`src/hdl/grdc_pkg.sv`:
```
`timescale 1ns / 1ps
package grdc_pkg;

   localparam int FULL_SCALE = 32767;
   localparam int TRIG_MAX   = 255;
   localparam int CSR_IDX_W  = 2;
   localparam int CSR_DATA_W = 15;

   localparam logic [CSR_IDX_W-1:0] CSR_LEFT_DZ  = 2'd0;
   localparam logic [CSR_IDX_W-1:0] CSR_RIGHT_DZ = 2'd1;
   localparam logic [CSR_IDX_W-1:0] CSR_TRIG_THR = 2'd2;

   localparam logic [14:0] LEFT_DZ_RESET  = 15'd7849;
   localparam logic [14:0] RIGHT_DZ_RESET = 15'd8689;
   localparam logic [7:0]  TRIG_THR_RESET = 8'd30;

   typedef struct packed {
      logic               present;
      logic signed [15:0] raw_left_x;
      logic signed [15:0] raw_left_y;
      logic signed [15:0] raw_right_x;
      logic signed [15:0] raw_right_y;
      logic [7:0]         raw_left_trigger;
      logic [7:0]         raw_right_trigger;
      logic [15:0]        raw_buttons;
   } req_type;

   typedef struct packed {
      logic               connected;
      logic signed [15:0] left_x;
      logic signed [15:0] left_y;
      logic signed [15:0] right_x;
      logic signed [15:0] right_y;
      logic [14:0]        left_trigger;
      logic [14:0]        right_trigger;
      logic [15:0]        buttons;
      logic               changed;
   } rsp_type;

   typedef struct packed {
      logic start;
   } lane_ctl_type;

   typedef struct packed {
      logic done;
      logic active;
   } lane_sts_type;

   typedef enum logic [1:0] {
      ST_IDLE,
      ST_RUN,
      ST_OUT
   } top_state_type;

   typedef enum logic [2:0] {
      SL_IDLE,
      SL_SQRT,
      SL_DEN,
      SL_DIVX,
      SL_DIVY,
      SL_DONE
   } stick_state_type;

endpackage

```
`src/hdl/grdc_trigger_lane.sv`:
```
`timescale 1ns / 1ps
module grdc_trigger_lane (
   input  logic                   clock,
   input  logic                   reset,
   input  grdc_pkg::lane_ctl_type ctl,
   input  logic [7:0]             level,
   input  logic [7:0]             threshold,
   output grdc_pkg::lane_sts_type sts,
   output logic [14:0]            out_level
);
   import grdc_pkg::*;

   logic [22:0] rem_ff, rem_in;
   logic [22:0] num_ff, num_in;
   logic [7:0]  den_ff;
   logic [4:0]  count_ff, count_in;
   logic        active_ff;
   logic        busy_ff, busy_in;
   logic        done_ff;
   logic [23:0] trial;

   always_comb begin
      trial = {rem_ff, num_ff[22]} - {16'd0, den_ff};
      rem_in = rem_ff;
      num_in = num_ff;
      count_in = count_ff;
      busy_in = busy_ff;
      if (busy_ff) begin
         count_in = count_ff - 5'd1;
         if (!trial[23]) begin
            rem_in = trial[22:0];
            num_in = {num_ff[21:0], 1'b1};
         end else begin
            rem_in = {rem_ff[21:0], num_ff[22]};
            num_in = {num_ff[21:0], 1'b0};
         end
         if (count_ff == 5'd1) busy_in = 1'b0;
      end
   end

   always_ff @(posedge clock) begin
      if (reset) begin
         busy_ff <= 1'b0;
         done_ff <= 1'b0;
         count_ff <= '0;
      end else if (ctl.start) begin
         busy_ff <= level > threshold;
         done_ff <= level <= threshold;
         count_ff <= 5'd23;
      end else begin
         busy_ff <= busy_in;
         count_ff <= count_in;
         done_ff <= busy_ff && !busy_in;
      end
      if (ctl.start) begin
         active_ff <= level > threshold;
         rem_ff <= '0;
         num_ff <= (level > threshold) ? {15'd0, 8'(level - threshold)} * 23'd32767 : 23'd0;
         den_ff <= 8'(TRIG_MAX) - threshold;
      end else begin
         rem_ff <= rem_in;
         num_ff <= num_in;
      end
   end

   assign sts.done = done_ff;
   assign sts.active = active_ff;
   assign out_level = num_ff[14:0];
endmodule

```
`config.mk`:
```
export PLATFORM = sky130hd
export DESIGN_NAME = grdc_trigger_lane
export DESIGN_NICKNAME = d
export VERILOG_FILES = /design/src/hdl/grdc_pkg.sv /design/src/hdl/grdc_trigger_lane.sv
export SDC_FILE = /design/constraint.sdc
export NUM_CORES = 1
export LEC_CHECK = 0
export ABC_CLOCK_PERIOD_IN_PS = 6300
export CORE_ASPECT_RATIO = 0.75
export CORE_MARGIN = 2
export CORE_UTILIZATION = 50
export DETAILED_ROUTE_END_ITERATION = 6
export DONT_BUFFER_PORTS = 1
export PLACE_DENSITY = 0.71
export SYNTH_ARGS = -nofsm -noshare
export SYNTH_HDL_FRONTEND = slang
export SYNTH_SLANG_ARGS = --single-unit
```
`constraint.sdc`:
```
create_clock -name clock -period 6.3 [get_ports clock]
set_clock_uncertainty 0.2 [all_clocks]
set_input_delay 0.63 -clock clock [delete_from_list [all_inputs] [get_ports clock]]
set_output_delay 0.63 -clock clock [all_outputs]
set_load 0.02 [all_outputs]
```
---- After elaboration in Yosys (flattened, before gate mapping) ----
Index checks and enable logic that the tools add are counted.
storage, ports and cells
  flip-flop bits (word level) ............. 62
  bits of input ports ..................... 19
  output and inout bits ................... 17
  word-level logic and storage cells ...... 31
operators by class
  add/subtract/negate cells ............... 4
  multipliers ............................. 1
  magnitude comparators ................... 2
  equality and inequality tests ........... 1
  muxes and demuxes ....................... 11
  reduce and logical (&&, ||, !) cells .... 4
operator list
  cell                   count
  $mux 23                4
  $sub 24x8->24          1
  $mul 8x15->23 const B  1
  $mux 5                 2
  $gt 8x8->1             1
  $le 8x8->1             1
  $sub 8x8->8            1
  $sub 8x8->8 const A    1
  $eq 5x1->1 const B     1
  $mux 1                 5
  $sub 5x1->5 const B    1
  $reduce_bool 2->1      1
  $reduce_or 2->1        1
  $logic_and 1x1->1      1
  $logic_not 1->1        1

---- Logic depth before layout (Yosys ltp) ----
Gate-level depths: netlist of run 1.
  depth in word-level cells ............... 6
  depth in mapped cells ................... 26
  depth with buffers taken out ............ 25

---- Worst setup path after synthesis of run 1 ----
OpenSTA, ideal clock, no wires.
  path type ............................... input-to-reg
  start point ............................. input port level[0]
  end point ............................... register num_ff[20], data pin
  setup time .............................. 0.254 ns
  arrival time ............................ 6.315 ns
  data required time ...................... 5.846 ns
  path slack .............................. -0.469 ns
  cell stages on the path ................. 25
  buffers on the path ..................... 0
  path through ............................ inv_1 -> ha_1 -> inv_1 -> fa_1 -> a211oi_1 -> o21bai_1 -> a21o_1 -> xor2_1 -> inv_1 -> fa_1 -> inv_1 -> fa_1 -> inv_1 -> fa_1 -> inv_1 -> fa_1 -> inv_1 -> ha_1 -> o21a_1 -> o21a_1 -> o32ai_1 -> o21ai_0 -> xnor2_1 -> nor3_1 -> a21o_1
between the ends
  cells in the longest elaborated chain, start to end .. 4
  elaborated cells on any way between the ends .. 5
  classes of those cells .................. add/sub: 1; mul: 1; order compare: 1; mux: 2
ends and longest elaborated chain
  what                    line                     text
  start: declaration      grdc_trigger_lane.sv:6   input logic [7:0] level,
  $sub 8x8->8             grdc_trigger_lane.sv:58  num_ff <= (level > threshold) ? {15'd0, 8'(level - threshold)} * 23'd32767 : 23'd0;
  $mul 8x15->23           grdc_trigger_lane.sv:58
  $mux 23 *               grdc_trigger_lane.sv:58
  $mux 23 *               grdc_trigger_lane.sv:55  if (ctl.start) begin
  end signal: assignment  grdc_trigger_lane.sv:58
  end signal: assignment  grdc_trigger_lane.sv:62  num_ff <= num_in;
  end: declaration        grdc_trigger_lane.sv:14  logic [22:0] num_ff, num_in;
Mark *: on every way between the ends. The rest lies on a longest branch, timed or not.
A chain may end at the register's enable or synchronous reset.

---- Final worst setup path of run 1 ----
  start point ............................. input port level[0]
  end point ............................... register num_ff[18], data pin
The elaborated chain is that of the path after synthesis.

==> run summary, run 1 <==
H-tree Lvls = 3
Cells after Synth = 607
start point of the critical path = level[0]
min Tclk post-route = 5980 ps
Std-Cell Rows = 33
hold buffer count at cts = 0
CTS Buffer Depth = 2
Chip Height = 95.6 um
Placed Area = 5830 um^2
Post-synth EDFFs = 32
most frequent CP cell = inv_2
Non-Filler Instances = 762
slowest cell on the critical path = fa_2
DR vias/cell = 5.66
total number of yosys warnings = 0
worst setup margin = 317 ps
reg2reg start = den_ff[1]
total gr overflow = 0
number of global-route vias before repair = 4,215
Critical Path End Type = flop
post-route cell area = 6150 um^2
count of final max-slew check failures = 0
Worst Hold Class = input port to flop
# nets final = 726
final antenna-violating net count = 0
clk slew on worst S/H paths = 50 ps
Rel. slew slack = 0.238
Inserted Clock Buffers = 9
Core ar. = 10,900 um^2
post-synthesis register bit count = 62
Synth-to-Final Area Change = 9.86%
half-perimeter wire length after placement = 9140 um
Inst Count DP = 741
total die area = 12,100 um^2
total global routing track utilization = 0.212
post-synthesis cell area = 5600 um^2
ANT cells = 0
CP startpoint kind = input port
final setup violation count = 0
status = completed
worst endpoint required time = 6190 ps
Setup CP Type = input port to flop
end-of-flow core utilization = 0.564
Avg WL per Cell = 15.7 um
share of cells above drive strength 1 = 0.129
CP bufs+invs = 7
CP arrival = 5870 ps
library cells used by synthesis = 67
antenna violations before repair = 0
Syn Nets = 716
worst slack, placed = -85.9 ps
period utilisation layout = 0.950
Hold Fails Final Rpt = 0
die width = 126 um
Residual DRC = 0
crit-path max cell delay = 560 ps
# clock sinks = 62
routed wire length = 11,900 um
vias = 4,312
HP Start = reset
CP delay by family, top = adder cells
critical path peak fanout = 5
Fillers = 1,003
first-pass GRT wire length = 20,400 um
FMAX = 0.167 GHz
worst-margin pin slew = 1140 ps
Initial Util = 0.514
Synth Area per Inst = 9.22 um^2
port bufs = 0
Primary FF master, synth = edfxtp_1
register area share after synthesis = 0.279
IO Count = 36
max-cap violation count = 0
DRT Pass-1 Iters = 4
TritonCTS clock tree = built
largest net degree at the start of global routing = 41
GPL Wtd Cong = 0.855
CTS Root Cell = clkbuf_16
Initial DRC Count = 239
clk_lat worst skew = 330 ps
Async S/R FF share, synth = 0
==> Yosys cell counts (9+ instances only) <==
library cell  instances  area share
inv_1                79       0.053
ha_1                 61        0.14
nand2_1              48       0.032
nor2_1               37       0.025
edfxtp_1             32        0.17
dfxtp_1              30        0.11
fa_1                 29        0.10
a21oi_1              27       0.024
xnor2_1              19       0.030
buf_4                18       0.024
xor2_1               17       0.027
nand3_1              13       0.012
nor3_1               13       0.012
o2bb2ai_1            13       0.020
clkbuf_1             12      0.0080
o21ai_0              12       0.011
a21o_1               11       0.015
o21ai_1              11      0.0098
nor2b_1               9       0.010
o21a_1                9       0.012
==> worst paths after layout <==
check / cells past startpoint / slack [ps] / to
setup reg to reg: 9 / 3060 / rem_ff[18]
setup / recovery: 25 / 320 / num_ff[18]
hold / removal: 1 / 160 / count_ff[4]
hold reg to reg: 2 / 300 / rem_ff[6]
==> layer usage <==
metal	GRT usage	share of wire
met1	0.299	0.50
met2	0.332	0.43
met3	0.0471	0.055
met4	0.0586	0.012
met5	0	0
==> cells in the final DEF (no fill, tap or decap), types with 9 or more instances in the layout <==
cell       instances
inv_1             74
ha_1              59
nand2_1           48
nor2_1            37
edfxtp_1          32
buf_4             31
dfxtp_1           30
fa_1              27
a21oi_1           25
xnor2_1           19
xor2_1            16
nor3_1            13
nand3_1           13
o2bb2ai_1         13
o21ai_1           12
o21ai_0           11
a21o_1            11
nor2b_1            9
o21a_1             9
clkbuf_16          9
==> stage by stage <==
| step | setup TNS (ps) | hold slack (ps) |
|---|---|---|
| finish | 0 | 160 |
| global route | -9.53 | 153 |
| CTS | 0 | 151 |
| detailed placement | -638 | 279 |
| global placement | 0 | 277 |
| floorplan | 0 | 245 |
==> cells by family after synthesis <==
kind of cell	Yosys count	share of synthesized area
AND/OR/NAND/NOR	163	0.157
AO/OA/AOI/OAI	140	0.174
multiplexers	3	0.00559
buffers and inverters	113	0.0881
flip-flops	62	0.279
adder cells (fa/ha/maj)	90	0.240
XOR/XNOR	36	0.0563
==> registers in the layout, indices dropped and copies added, names as in the netlist <==
| register | count |
|---|---|
| active_ff | 1 |
| busy_ff | 1 |
| count_ff | 5 |
| den_ff | 8 |
| done_ff | 1 |
| num_ff | 23 |
| rem_ff | 23 |
==> layout make-up <==
class / instances / area, um^2 / share of cell area
inverter: 81 / 304 / 0.0494
multi-input combinational: 432 / 3610 / 0.587
clock inverter: 4 / 22.5 / 0.00366
sequential: 62 / 1560 / 0.254
tap: 140 / 175 / 0.0285
clock buffer: 12 / 246 / 0.0401
timing repair buffer: 31 / 233 / 0.0378
==> repair_timing <==
action                     CTS  global route
resized for setup            0             6
setup endpoints to repair    0             8
buffers inserted             0             5
Power of run 1 is not shown: default switching activity piles up to over one toggle a cycle in this logic, so the estimate is an artifact.
==> run 2: changes to the inputs <==
--- a/config.mk
+++ b/config.mk
@@ -7,7 +7,7 @@
 export LEC_CHECK = 0
 export ABC_CLOCK_PERIOD_IN_PS = 6300
 export CORE_ASPECT_RATIO = 0.75
-export CORE_MARGIN = 2
+export CORE_MARGIN = 4
 export CORE_UTILIZATION = 50
 export DETAILED_ROUTE_END_ITERATION = 6
 export DONT_BUFFER_PORTS = 1
==> run 2 against run 1 <==
  * Sequential cell count is the same
  * Non-clock buffer count up 3
  * Register-to-register slack got worse by 40 ps
  * Via count increased by 1.9%
==> run summary, run 2 (same netlist as run 1, synthesis figures left out) <==
Std-Cell Rows = 33
antenna violations before repair = 0
total global routing track utilization = 0.203
largest net degree at the start of global routing = 41
GPL Wtd Cong = 0.883
Residual DRC = 0
status = completed
H-tree Lvls = 3
TritonCTS clock tree = built
largest registers = num_ff: 23 flops, rem_ff: 23 flops, den_ff: 8 flops
worst endpoint required time = 6170 ps
post-route cell area = 6200 um^2
vias = 4,393
total die area = 13,000 um^2
Setup TNS = 0 ps
routed wire length = 12,500 um
final setup violation count = 0
Core ar. = 10,900 um^2
DR vias/cell = 5.74
IO Count = 36
Setup CP Type = input port to flop
ANT cells = 0
commonest non-fill, non-tap cell in the layout = inv_1
Initial DRC Count = 347
final antenna-violating net count = 0
CTS Buffer Depth = 2
CP arrival = 5880 ps
Avg WL per Cell = 16.3 um
max-cap violation count = 0
clk_lat worst skew = 340 ps
Placed Area = 5870 um^2
first-pass GRT wire length = 21,100 um
Hold Fails Final Rpt = 0
most frequent cells in the layout = 76 x inv_1, 59 x ha_1, 48 x nand2_1
Initial Util = 0.512
worst-margin pin slew = 1100 ps
period utilisation layout = 0.955
clk slew on worst S/H paths = 60 ps
Inserted Clock Buffers = 9
Synth-to-Final Area Change = 10.8%
min Tclk post-route = 6010 ps
worst setup margin = 286 ps
hold buffer count at cts = 0
CTS Root Cell = clkbuf_16
# nets final = 729
Rel. slew slack = 0.266
Worst Hold Class = input port to flop
critical path peak fanout = 5
DRT Pass-1 Iters = 5
Chip Height = 99.6 um
port bufs = 0
number of global-route vias before repair = 4,399
FMAX = 0.166 GHz
worst slack, placed = -148 ps
die width = 130 um
share of cells above drive strength 1 = 0.133
end-of-flow core utilization = 0.567
count of final max-slew check failures = 0
total gr overflow = 0
half-perimeter wire length after placement = 9720 um
# clock sinks = 62
CP startpoint kind = input port
Critical Path End Type = flop
run 2: cell types whose count changed in the layout (fill, tap and decap cells not counted), moves of 2 or more:
cell,before,now
a21oi_1,25,27
inv_2,7,5
clkbuf_1,2,0
a21oi_2,2,0
clkinv_4,0,4
inv_1,74,76
inv_4,2,0
buf_4,31,34
run 2: what timing repair did:
action	in CTS	in global routing
setup buffers	0	2
endpoints found under the setup margin	0	6
resized for setup	0	4
run 2: path summary, 6_finish.rpt:
kind	end	from	slack [ps]	depth (start not counted)
max	num_ff[22]	level[0]	290	25
min reg2reg	rem_ff[6]	rem_ff[5]	290	2
min	busy_ff	reset	160	1
max reg2reg	rem_ff[18]	den_ff[1]	3020	9
run 2: layer usage:
| layer | up-vias | GRT usage | part of all wire | wire, um |
|---|---|---|---|---|
| met5 | - | 0 | 0 | 0 |
| li1 | 2142 | - | - | - |
| met4 | 0 | 0.0487 | 0.012 | 146 |
| met1 | 2087 | 0.289 | 0.48 | 5950 |
| met3 | 15 | 0.0408 | 0.059 | 738 |
| met2 | 149 | 0.320 | 0.45 | 5660 |
run 2: final cells by class:
class / count / area (um^2)
Clock buffer: 9 / 225
Timing Repair Buffer: 34 / 255
Fill cell: 950 / 4740
Sequential cell: 62 / 1560
Clock inverter: 7 / 75.1
Multi-Input combinational cell: 432 / 3610
Inverter: 81 / 304
Tap cell: 140 / 175
run 2: critical path, cell delays in order:
cell       delay, ps
inv_1             60
ha_2             160
inv_1             50
fa_2             410
a211oi_2         190
o21bai_1         100
a21o_1           200
xor2_2           170
inv_2             80
fa_2             540
inv_2             60
fa_1             560
inv_2             80
fa_1             490
inv_1             60
fa_1             500
inv_1             70
ha_4             240
o21a_1           180
o21a_1           200
o32ai_4          350
o21ai_1          110
a21oi_1          160
xnor2_1          140
o2bb2ai_1         80
run 2: metrics by stage:
stage | hold slack [ps] | std cells
after floorplan | 245 | 607
after global placement | 278 | 747
after detailed placement | 276 | 747
after CTS | 149 | 763
after global routing | 146 | 765
final | 157 | 765
Power of run 2 is left out for the same reason.
==> run 3: changes to the inputs <==
--- a/config.mk
+++ b/config.mk
@@ -5,13 +5,13 @@
 export SDC_FILE = /design/constraint.sdc
 export NUM_CORES = 1
 export LEC_CHECK = 0
-export ABC_CLOCK_PERIOD_IN_PS = 6300
 export CORE_ASPECT_RATIO = 0.75
 export CORE_MARGIN = 4
 export CORE_UTILIZATION = 50
 export DETAILED_ROUTE_END_ITERATION = 6
 export DONT_BUFFER_PORTS = 1
 export PLACE_DENSITY = 0.71
+export RECOVER_POWER = 50
 export SYNTH_ARGS = -nofsm -noshare
 export SYNTH_HDL_FRONTEND = slang
 export SYNTH_SLANG_ARGS = --single-unit
==> run 3 against run 2 <==
  * The flow now finishes with violations (max-capacitance violations, max-slew violations)
  * Register-to-register slack worse by 210 ps
  * Core utilization decreased by 0.069 points
  * Global-route usage stayed put
  * First-iteration DRC count down 3.2%
  * Via count barely moved
  * Largest cell class unchanged
==> run summary, run 3 (same netlist as run 1, synthesis figures left out) <==
antenna violations before repair = 0
first-pass GRT wire length = 21,100 um
clk slew on worst S/H paths = 60 ps
GPL Wtd Cong = 0.883
critical path peak fanout = 5
share of cells above drive strength 1 = 0.130
final setup violation count = 0
period utilisation layout = 0.954
port bufs = 0
most frequent CP cell = inv_1
Avg WL per Cell = 16.3 um
routed wire length = 12,500 um
vias = 4,395
crit-path max cell delay = 560 ps
Initial Util = 0.512
ANT cells = 0
DRT Pass-1 Iters = 5
Residual DRC = 0
Inst Count DP = 747
half-perimeter wire length after placement = 9720 um
H-tree Lvls = 3
DR vias/cell = 5.75
Placed Area = 5870 um^2
Non-Filler Instances = 765
FMAX = 0.166 GHz
largest net degree at the start of global routing = 41
total gr overflow = 0
status = finished, violations left
Chip Height = 99.6 um
number of global-route vias before repair = 4,399
TritonCTS clock tree = built
CTS Root Cell = clkbuf_16
CP delay by family, top = adder cells
largest registers = num_ff: 23 flops, rem_ff: 23 flops, den_ff: 8 flops
CP bufs+invs = 7
die width = 130 um
# clock sinks = 62
commonest non-fill, non-tap cell in the layout = inv_1
count of final max-slew check failures = 41
Critical Path End Type = flop
worst endpoint required time = 6170 ps
Hold Fails Final Rpt = 0
IO Count = 36
end-of-flow core utilization = 0.566
most frequent cells in the layout = 76 x inv_1, 59 x ha_1, 48 x nand2_1
Setup TNS = 0 ps
Rel. slew slack = -0.118
# nets final = 729
min Tclk post-route = 6010 ps
CP startpoint kind = input port
worst-margin pin slew = 1680 ps
total die area = 13,000 um^2
final antenna-violating net count = 0
max-cap violation count = 1
post-route cell area = 6190 um^2
Setup CP Type = input port to flop
Inserted Clock Buffers = 9
failing checks = max-capacitance violations, max-slew violations
CP arrival = 5880 ps
Core ar. = 10,900 um^2
Fillers = 951
Worst Hold Class = input port to flop
Synth-to-Final Area Change = 10.7%
total global routing track utilization = 0.203
CTS Buffer Depth = 2
slowest cell on the critical path = fa_1
Std-Cell Rows = 33
clk_lat worst skew = 340 ps
Initial DRC Count = 336
run 3: cell count changes in the layout (fill, tap and decap cells not counted):
cell and delta:
buf_4 -2, clkbuf_1 +2, o21ai_0 +1, o21ai_1 -1
run 3: repair_timing:
action	4_1_cts	5_1_grt
endpoints found under the hold margin	0	0
setup buffers	0	2
hold buffers	0	0
setup endpoints to repair	0	6
resized for setup	0	4
run 3: final cells by class:
cell class	instances	area, um^2	share of cell area
Clock buffer	9	225	0.0364
Clock inverter	7	75.1	0.0121
Inverter	81	304	0.0491
Multi-Input combinational cell	432	3610	0.582
Sequential cell	62	1560	0.252
Tap cell	140	175	0.0283
Timing Repair Buffer	34	248	0.0400
run 3: metrics by stage:
stage | hold WS (ps) | worst slack [ps]
2_1_floorplan | 245 | 17.6
3_3_place_gp | 278 | 23.3
3_5_place_dp | 276 | -148
4_1_cts | 149 | 222
5_1_grt | 146 | -17.7
6_report | 156 | 287
run 3: layer usage:
layer  global-route usage  up-vias  share of wire
met5                    0        -              0
met4               0.0487        0          0.012
met3               0.0408       15          0.057
met2                0.320      145           0.45
met1                0.289     2091           0.48
li1                     -     2144              -
run 3: path summary, 6_finish.rpt:
check	cells past startpoint	start	endpoint	slack, ps
setup / recovery	25	level[0]	num_ff[22]	290
hold / removal	1	reset	busy_ff	160
setup reg to reg	3	busy_ff	num_ff[8]	2810
hold reg to reg	2	rem_ff[5]	rem_ff[6]	290
Power of run 3 is left out for the same reason.
